<file path="src/rtl/core/pcc_pkg.sv">
package pcc_pkg;

    // Header layout (byte offsets within a packet).
    localparam logic [2:0] OFS_OP        = 3'd0;
    localparam logic [2:0] OFS_SHIFT     = 3'd1;
    localparam logic [2:0] OFS_LEN_LAST  = 3'd7;
    localparam int unsigned HDR_BYTES    = 8;

    // Alphabet constants.
    localparam logic [7:0] UPPER_A     = 8'd65;
    localparam logic [7:0] UPPER_Z     = 8'd90;
    localparam logic [7:0] LOWER_A     = 8'd97;
    localparam logic [7:0] LOWER_Z     = 8'd122;
    localparam logic [7:0] CASE_BIT    = 8'h20;
    localparam logic [5:0] ALPHABET    = 6'd26;
    localparam logic [7:0] OP_DECRYPT  = 8'd1;

    // Ones'-complement value that marks a correct packet checksum.
    localparam logic [15:0] SUM_GOOD = 16'hffff;

    // Result status codes.
    typedef enum logic [1:0] {
        ST_OK        = 2'd0,
        ST_BAD_CSUM  = 2'd1,
        ST_SHORT_LEN = 2'd2
    } t_status;

    // One result item.
    typedef struct packed {
        logic [15:0] new_checksum;
        t_status     status;
        logic        last;
        logic [7:0]  out_byte;
    } t_result;

    // 16-bit ones'-complement add with end-around carry.
    function automatic logic [15:0] ones_add(input logic [15:0] a, input logic [15:0] b);
        logic [16:0] s;
        s = {1'b0, a} + {1'b0, b};
        return s[15:0] + {15'd0, s[16]};
    endfunction

    // Byte modulo 26 through a reciprocal multiply (79 / 2048 is exact for 0..255).
    function automatic logic [4:0] mod26(input logic [7:0] b);
        logic [14:0] prod;
        logic [3:0]  q;
        logic [7:0]  qx;
        logic [7:0]  rem;
        prod = {7'd0, b} * 15'd79;
        q    = prod[14:11];
        qx   = {4'd0, q} * 8'd26;
        rem  = b - qx;
        return rem[4:0];
    endfunction

endpackage

</file>
<file path="src/rtl/core/pcc_in_reg.sv">
module pcc_in_reg
    import pcc_pkg::*;
(
    input  logic       i_clk,
    input  logic       i_rst_n,
    input  logic       i_s_tvalid,
    output logic       o_s_tready,
    input  logic [7:0] i_s_tdata,   // [7:0] in_byte
    input  logic       i_take,
    output logic       o_valid,
    output logic [7:0] o_byte
);

    logic       r_valid;
    logic       n_valid;
    logic [7:0] r_byte;
    logic       w_fire;
    logic       w_accept;

    // The held byte moves on when the downstream stage can take it.
    assign w_fire     = r_valid && i_take;
    assign o_s_tready = !r_valid || i_take;
    assign w_accept   = i_s_tvalid && o_s_tready;

    always_comb begin
        n_valid = r_valid;
        if (w_accept) begin
            n_valid = 1'b1;
        end else if (w_fire) begin
            n_valid = 1'b0;
        end
    end

    always_ff @(posedge i_clk) begin
        if (!i_rst_n) begin
            r_valid <= 1'b0;
        end else begin
            r_valid <= n_valid;
        end
    end

    // Payload register loads on every input transfer.
    always_ff @(posedge i_clk) begin
        if (w_accept) begin
            r_byte <= i_s_tdata;
        end
    end

    assign o_valid = r_valid;
    assign o_byte  = r_byte;

endmodule

</file>
<file path="src/rtl/core/pcc_xform.sv">
module pcc_xform
    import pcc_pkg::*;
(
    input  logic       i_clk,
    input  logic       i_rst_n,
    input  logic       i_fire,
    input  logic [7:0] i_byte,
    output t_result    o_result
);

    // Per-packet state.
    logic [31:0] r_pos;
    logic [31:0] r_size;
    logic        r_decrypt;
    logic [4:0]  r_shift;
    logic [15:0] r_in_sum;
    logic [15:0] r_out_sum;

    logic [31:0] n_pos;
    logic [31:0] n_size;
    logic        n_decrypt;
    logic [4:0]  n_shift;
    logic [15:0] n_in_sum;
    logic [15:0] n_out_sum;

    logic        w_in_hdr;
    logic        w_at_op;
    logic        w_at_shift;
    logic        w_at_csum;
    logic        w_at_len_end;
    logic        w_past_len;
    logic [31:0] w_pos_inc;
    logic [31:0] w_size_sh;
    logic [31:0] w_size_eff;
    logic [4:0]  w_key;
    logic [7:0]  w_lower;
    logic        w_letter;
    logic [5:0]  w_rot;
    logic [5:0]  w_rot_mod;
    logic [7:0]  w_payload;
    logic [7:0]  w_out;
    logic [15:0] w_in_word;
    logic [15:0] w_out_word;
    logic [15:0] w_in_sum;
    logic [15:0] w_out_sum;
    logic        w_short;
    logic        w_end;
    logic        w_last;

    // Header position decode.
    assign w_in_hdr     = (r_pos[31:3] == 29'd0);
    assign w_at_op      = w_in_hdr && (r_pos[2:0] == OFS_OP);
    assign w_at_shift   = w_in_hdr && (r_pos[2:0] == OFS_SHIFT);
    assign w_at_csum    = w_in_hdr && (r_pos[2:1] == 2'b01);
    assign w_at_len_end = w_in_hdr && (r_pos[2:0] == OFS_LEN_LAST);
    assign w_past_len   = !w_in_hdr || w_at_len_end;
    assign w_pos_inc    = r_pos + 32'd1;

    // Length field shifts in big-endian over offsets four to seven.
    assign w_size_sh  = {r_size[23:0], i_byte};
    assign w_size_eff = w_at_len_end ? w_size_sh : r_size;

    // Decryption shifts by the complement of the key.
    always_comb begin
        if (r_decrypt && (r_shift != 5'd0)) begin
            w_key = 5'(ALPHABET - {1'b0, r_shift});
        end else begin
            w_key = r_shift;
        end
    end

    // Lowercase, then rotate letters within the alphabet.
    assign w_lower   = ((i_byte >= UPPER_A) && (i_byte <= UPPER_Z)) ? (i_byte | CASE_BIT)
                                                                     : i_byte;
    assign w_letter  = (w_lower >= LOWER_A) && (w_lower <= LOWER_Z);
    assign w_rot     = {1'b0, 5'(w_lower - LOWER_A)} + {1'b0, w_key};
    assign w_rot_mod = (w_rot >= ALPHABET) ? (w_rot - ALPHABET) : w_rot;
    assign w_payload = w_letter ? (LOWER_A + {2'd0, w_rot_mod}) : w_lower;

    // Output byte: header passes except the checksum bytes, which read zero.
    always_comb begin
        if (w_at_csum) begin
            w_out = 8'd0;
        end else if (w_in_hdr) begin
            w_out = i_byte;
        end else begin
            w_out = w_payload;
        end
    end

    // Even offsets are the high byte of a 16-bit word.
    assign w_in_word  = r_pos[0] ? {8'd0, i_byte} : {i_byte, 8'd0};
    assign w_out_word = r_pos[0] ? {8'd0, w_out}  : {w_out, 8'd0};
    assign w_in_sum   = ones_add(r_in_sum, w_in_word);
    assign w_out_sum  = ones_add(r_out_sum, w_out_word);

    // End of packet detection.
    assign w_short = w_at_len_end && (w_size_sh < 32'(HDR_BYTES));
    assign w_end   = w_past_len && (w_pos_inc == w_size_eff);
    assign w_last  = w_short || w_end;

    // Result item.
    always_comb begin
        o_result.out_byte     = w_out;
        o_result.last         = w_last;
        o_result.status       = ST_OK;
        o_result.new_checksum = 16'd0;
        if (w_short) begin
            o_result.status = ST_SHORT_LEN;
        end else if (w_end) begin
            if (w_in_sum != SUM_GOOD) begin
                o_result.status = ST_BAD_CSUM;
            end else begin
                o_result.new_checksum = ~w_out_sum;
            end
        end
    end

    // Next state: advance on each processed byte, clear after the final one.
    always_comb begin
        n_pos     = r_pos;
        n_size    = r_size;
        n_decrypt = r_decrypt;
        n_shift   = r_shift;
        n_in_sum  = r_in_sum;
        n_out_sum = r_out_sum;
        if (i_fire) begin
            if (w_last) begin
                n_pos     = 32'd0;
                n_size    = 32'd0;
                n_decrypt = 1'b0;
                n_shift   = 5'd0;
                n_in_sum  = 16'd0;
                n_out_sum = 16'd0;
            end else begin
                n_pos     = w_pos_inc;
                n_in_sum  = w_in_sum;
                n_out_sum = w_out_sum;
                if (w_at_op) begin
                    n_decrypt = (i_byte == OP_DECRYPT);
                end
                if (w_at_shift) begin
                    n_shift = mod26(i_byte);
                end
                if (w_in_hdr && r_pos[2]) begin
                    n_size = w_size_sh;
                end
            end
        end
    end

    always_ff @(posedge i_clk) begin
        if (!i_rst_n) begin
            r_pos     <= 32'd0;
            r_size    <= 32'd0;
            r_decrypt <= 1'b0;
            r_shift   <= 5'd0;
            r_in_sum  <= 16'd0;
            r_out_sum <= 16'd0;
        end else begin
            r_pos     <= n_pos;
            r_size    <= n_size;
            r_decrypt <= n_decrypt;
            r_shift   <= n_shift;
            r_in_sum  <= n_in_sum;
            r_out_sum <= n_out_sum;
        end
    end

endmodule

</file>
<file path="src/rtl/core/pcc_out_reg.sv">
module pcc_out_reg
    import pcc_pkg::*;
(
    input  logic        i_clk,
    input  logic        i_rst_n,
    input  logic        i_load,
    input  t_result     i_result,
    output logic        o_ready,
    output logic        o_m_tvalid,
    input  logic        i_m_tready,
    output logic [23:0] o_m_tdata,   // [7:0] out_byte, [23:8] new_checksum
    output logic        o_m_tlast,   // last
    output logic [1:0]  o_m_tuser    // [1:0] status
);

    logic    r_valid;
    logic    n_valid;
    t_result r_result;

    // The register frees up when it is empty or its transfer completes.
    assign o_ready = !r_valid || i_m_tready;

    always_comb begin
        n_valid = r_valid;
        if (i_load) begin
            n_valid = 1'b1;
        end else if (i_m_tready) begin
            n_valid = 1'b0;
        end
    end

    always_ff @(posedge i_clk) begin
        if (!i_rst_n) begin
            r_valid <= 1'b0;
        end else begin
            r_valid <= n_valid;
        end
    end

    always_ff @(posedge i_clk) begin
        if (i_load) begin
            r_result <= i_result;
        end
    end

    assign o_m_tvalid = r_valid;
    assign o_m_tdata  = {r_result.new_checksum, r_result.out_byte};
    assign o_m_tlast  = r_result.last;
    assign o_m_tuser  = r_result.status;

endmodule

</file>
<file path="src/rtl/core/packet_caesar_checksum_engine.sv">
// Packet Caesar/checksum engine.
// Input stream: one packet byte per transfer on i_s_tdata, header first (op, shift,
// two checksum bytes, 32-bit big-endian length), then the payload.
// Output stream: one result per input byte. o_m_tdata carries the transformed byte
// and the new checksum, o_m_tlast marks the final byte of the packet and o_m_tuser
// carries the status (ok, bad checksum, length below eight) on that final byte.
// The new checksum is nonzero only on the final byte with status ok; it belongs at
// offset two of the packet, high byte first.
// A byte accepted into the input register moves into the result register once that
// register can take it, and its result is offered from there. Throughput: one byte
// per cycle while the receiver does not stall; the end-around adds that update both
// running sums are combinational.
// Reset empties both registers and clears all packet state; the first byte after reset is
// taken as the op byte. When the receiver stalls, the result register holds its
// transfer, the input register takes one more byte only if it was empty, and
// o_s_tready stays low while the input register is full and the output is stalled.
module packet_caesar_checksum_engine
    import pcc_pkg::*;
(
    input  logic        i_clk,
    input  logic        i_rst_n,
    input  logic        i_s_tvalid,
    output logic        o_s_tready,
    input  logic [7:0]  i_s_tdata,   // [7:0] in_byte
    output logic        o_m_tvalid,
    input  logic        i_m_tready,
    output logic [23:0] o_m_tdata,   // [7:0] out_byte, [23:8] new_checksum
    output logic        o_m_tlast,   // last
    output logic [1:0]  o_m_tuser    // [1:0] status
);

    logic       w_in_valid;
    logic [7:0] w_in_byte;
    logic       w_out_ready;
    logic       w_fire;
    t_result    w_result;

    // A byte moves from the input register into the result register.
    assign w_fire = w_in_valid && w_out_ready;

    pcc_in_reg u_in_reg (
        .i_clk      (i_clk),
        .i_rst_n    (i_rst_n),
        .i_s_tvalid (i_s_tvalid),
        .o_s_tready (o_s_tready),
        .i_s_tdata  (i_s_tdata),
        .i_take     (w_out_ready),
        .o_valid    (w_in_valid),
        .o_byte     (w_in_byte)
    );

    pcc_xform u_xform (
        .i_clk    (i_clk),
        .i_rst_n  (i_rst_n),
        .i_fire   (w_fire),
        .i_byte   (w_in_byte),
        .o_result (w_result)
    );

    pcc_out_reg u_out_reg (
        .i_clk      (i_clk),
        .i_rst_n    (i_rst_n),
        .i_load     (w_fire),
        .i_result   (w_result),
        .o_ready    (w_out_ready),
        .o_m_tvalid (o_m_tvalid),
        .i_m_tready (i_m_tready),
        .o_m_tdata  (o_m_tdata),
        .o_m_tlast  (o_m_tlast),
        .o_m_tuser  (o_m_tuser)
    );

endmodule

</file>
<file path="config.mk">
export PLATFORM = sky130hd
export DESIGN_NAME = packet_caesar_checksum_engine
export DESIGN_NICKNAME = d
export VERILOG_FILES = /design/src/rtl/core/pcc_pkg.sv /design/src/rtl/core/pcc_in_reg.sv /design/src/rtl/core/pcc_xform.sv /design/src/rtl/core/pcc_out_reg.sv /design/src/rtl/core/packet_caesar_checksum_engine.sv
export SDC_FILE = /design/constraint.sdc
export NUM_CORES = 1
export LEC_CHECK = 0
export BUFFER_PORTS_ARGS = -buffer_cell sky130_fd_sc_hd__buf_2
export CAP_MARGIN = 15
export CORE_MARGIN = 1
export CORE_UTILIZATION = 25
export DETAILED_ROUTE_END_ITERATION = 10
export GPL_ROUTABILITY_DRIVEN = 1
export SETUP_SLACK_MARGIN = 0.1
export SLEW_MARGIN = 0
export SYNTH_ARGS = -nofsm -noshare
export SYNTH_HDL_FRONTEND = slang
export SYNTH_SLANG_ARGS = --single-unit
</file>
<file path="constraint.sdc">
create_clock -name i_clk -period 8.3 [get_ports i_clk]
set_input_delay 1.245 -clock i_clk [delete_from_list [all_inputs] [get_ports i_clk]]
set_output_delay 1.245 -clock i_clk [all_outputs]
set_load 0.02 [all_outputs]
</file>
==> reports/results.txt <==
Setup TNS: 0 ps
Layout cells sized above 1: 8.33%
Max-slew headroom: 28.4%
CTS clk-pin slew, worst paths: 70 ps
Commonest non-fill, non-tap cell in the layout: dfxtp_1
Post-CTS resize count: 0
Min-delay worst type: reg -> reg
Crit Path Max Fanout: 6
DRC: 0
Status: completed
Fill cell count: 4634
Final instance area: 12200 sq um
Max VDD drop: 0.107 mV
Reg power frac: 35.4%
CP arrival: 7630 ps
Setup slack, reg-to-reg: 1010 ps
Gate power share: 26.7%
Tmin final: 7290 ps
Cell Pwr Density: 170 nW/um^2
Synth area leaders: dfxtp_1 19%, ha_1 11%, edfxtp_1 9.7%
Die Span Y: 211 um
Post-Syn Area: 10900 sq um
Placeable Area: 43000 sq um
Area leader, netlist: dfxtp_1
Maximum clock path buffer count: 2
Largest net degree at the start of global routing: 70
Port Buffer Count: 40
Synth warn: 0
Detail Route Antenna Nets: 0
Worst-Skew Late Latency: 450 ps
Wirelength, routed: 31000 um
EDFF count, synth: 35
CP max stage delay: 510 ps
Asr flop ratio synth: 0%
Crit Path Category: reg -> reg
GPL Wtd Cong: 0.918
Worst path depth: 31
Ports: 41
Final Hold Vio Count: 0
Setup ws final: 1010 ps
Switching share of power: 33.9%
# Post-CTS Setup Buffers: 0
TritonRoute pass-1 iters: 5
Hold path depth: 2
Synth Instances: 1223
Tightest Pin Transition: 1070 ps
Multi-input gate area: 7150 sq um
Grt ovf: 0
Via count: 9412
Worst setup path start: u_xform.r_shift[0]
Leak Pwr: 5.04 nW
# Max-Cap Violations: 0
Die W: 211 um
Slew Viols, Final: 0
CTS Sinks: 139
Total CTS buffers: 17
Placed Cells: 1802
Crit end category: register
Initial Util: 25.3%
Row count: 76
H-Tree Depth: 4
Int Pwr: 1.37 mW
Crit-path slowest cell: o41ai_1
Post-DP Area: 11600 sq um
Setup Skew: 12.0 ps
P_sw: 704 uW
Initial antenna violation count: 4
Seq cells post-synth: 139
Commonest cells after routing, fill and taps aside: 104 x dfxtp_1, 99 x ha_1, 80 x nor2_1
Drt initial violations: 600
First-pass GRT wire length: 49700 um
R2R depth: 31
Critical path data required time: 8640 ps
Synth unique cells: 77
Syn Area/Cell: 8.89 sq um
Vias in the first global route: 9118
Pre-CTS setup slack: 1100 ps
Die ar.: 44300 sq um
CTS Hold Bufs: 0
Fmax: 137 MHz
CTS Root Cell: clkbuf_16
Crit path max-delay family: compound AO/OA/AOI/OAI gates
Startpoint types: register
Nets: 1365
Fin util: 28.4%
Worst reg2reg path endpoint: u_xform.r_out_sum[15]
DPL Wire Length: 23100 um
CP Capture Point: u_xform.r_out_sum[15]
R2r startpoint: u_xform.r_shift[0]
Seq/Total Area, Yosys: 28.8%
Unrepaired setup endpoints after global routing: false
Mapped Nets: 1352
Vias per cell: 5.13
Sequential cell area: 3130 sq um
Fin cells: 1835
Synth Flop Type: dfxtp_1
Clock Power Share: 37.9%
Worst hold slack: 457 ps
Synth top area share: 19.2%
Area Overhead vs Synth: 12.1%
Final setup violation count: 0
CP bufs+invs: 2
Fin crit share: 87.8%
Final Power: 2.08 mW
WL per Instance: 16.9 um
CTS tree: built
Total global-route track usage: 14.3%
worst min-delay path by stage:
| stage | slack (ps) | start | endpoint |
|---|---|---|---|
| finish | 460 | u_xform.r_in_sum[10] | u_xform.r_in_sum[10] |
| global route | 470 | u_xform.r_size[30] | u_xform.r_size[30] |
| CTS | 460 | u_xform.r_in_sum[15] | u_xform.r_in_sum[15] |
| detailed placement | 450 | u_xform.r_in_sum[15] | u_xform.r_in_sum[15] |
| global placement | 440 | u_xform.r_in_sum[15] | u_xform.r_in_sum[15] |
| floorplan | 430 | u_xform.r_in_sum[13] | u_xform.r_in_sum[13] |
cells by family after synthesis:
family | count (synthesis) | synth area share (%)
muxes | 17 | 1.57
xor gates and xnor gates | 114 | 9.82
AOI/OAI and AO/OA | 313 | 20.1
DFF | 139 | 28.8
buffers and inverters | 134 | 5.56
and+or+nand+nor | 389 | 19.4
adders and majority gates | 117 | 14.7
layer usage:
layer / track usage (%) / share of wire [%] / routed length (um)
met2: 22.6 / 45 / 14000
met1: 19.2 / 47 / 14500
met3: 2.46 / 5.3 / 1630
met4: 5.85 / 2.6 / 802
met5: 0 / 0.10 / 31
flip-flops by register name, indices dropped and copies added, names as in the netlist:
register and cells:
u_xform.r_pos 32, u_xform.r_size 32, u_out_reg.o_m_tdata 24, u_xform.r_in_sum 16, u_xform.r_out_sum 16, u_in_reg.o_byte 8, u_xform.r_shift 5, u_out_reg.o_m_tuser 2
u_in_reg.o_valid 1, u_out_reg.o_m_tlast 1, u_out_reg.o_m_tvalid 1, u_xform.r_decrypt 1
worst register-to-register path: cells and delay by family (launching register included):
| family | cells | cell delay [ps] |
|---|---|---|
| XOR/XNOR | 2 | 400 |
| AND/OR/NAND/NOR | 6 | 1050 |
| flip-flops | 1 | 350 |
| buffers and inverters | 2 | 110 |
| adder cells (fa/ha/maj) | 5 | 1450 |
| AO/OA/AOI/OAI | 16 | 3840 |
area by class of cell:
cell class                      instances  area share, %
Multi-Input combinational cell        950           58.7
Inverter                               77           2.37
Tap cell                              585           6.00
Clock buffer                           17           3.49
Clock inverter                         15           1.43
Timing Repair Buffer                   51           2.32
Sequential cell                       139           25.7
Antenna cell                            1         0.0205
synthesized netlist by cell type (23+ instances only):
library cell / instances
nand2_1: 72
xnor2_1: 64
a22o_1: 33
o21ai_0: 49
xor2_1: 45
nand3_1: 39
ha_1: 99
edfxtp_1: 35
a32o_1: 37
nor3_1: 44
nand4_1: 29
dfxtp_1: 104
o21ai_1: 23
inv_1: 76
nor2_1: 81
a21oi_1: 59
power groups by stage:
stage                     Combinational [mW]  Sequential, mW  Clock [mW]
final                                  0.555           0.735       0.787
after detailed placement               0.551           0.750           0
after floorplan                        0.421           0.748           0
after global routing                   0.633           0.738       0.834
after global placement                 0.537           0.750           0
after CTS                              0.559           0.735       0.807
(Power assumes the default switching activity.)
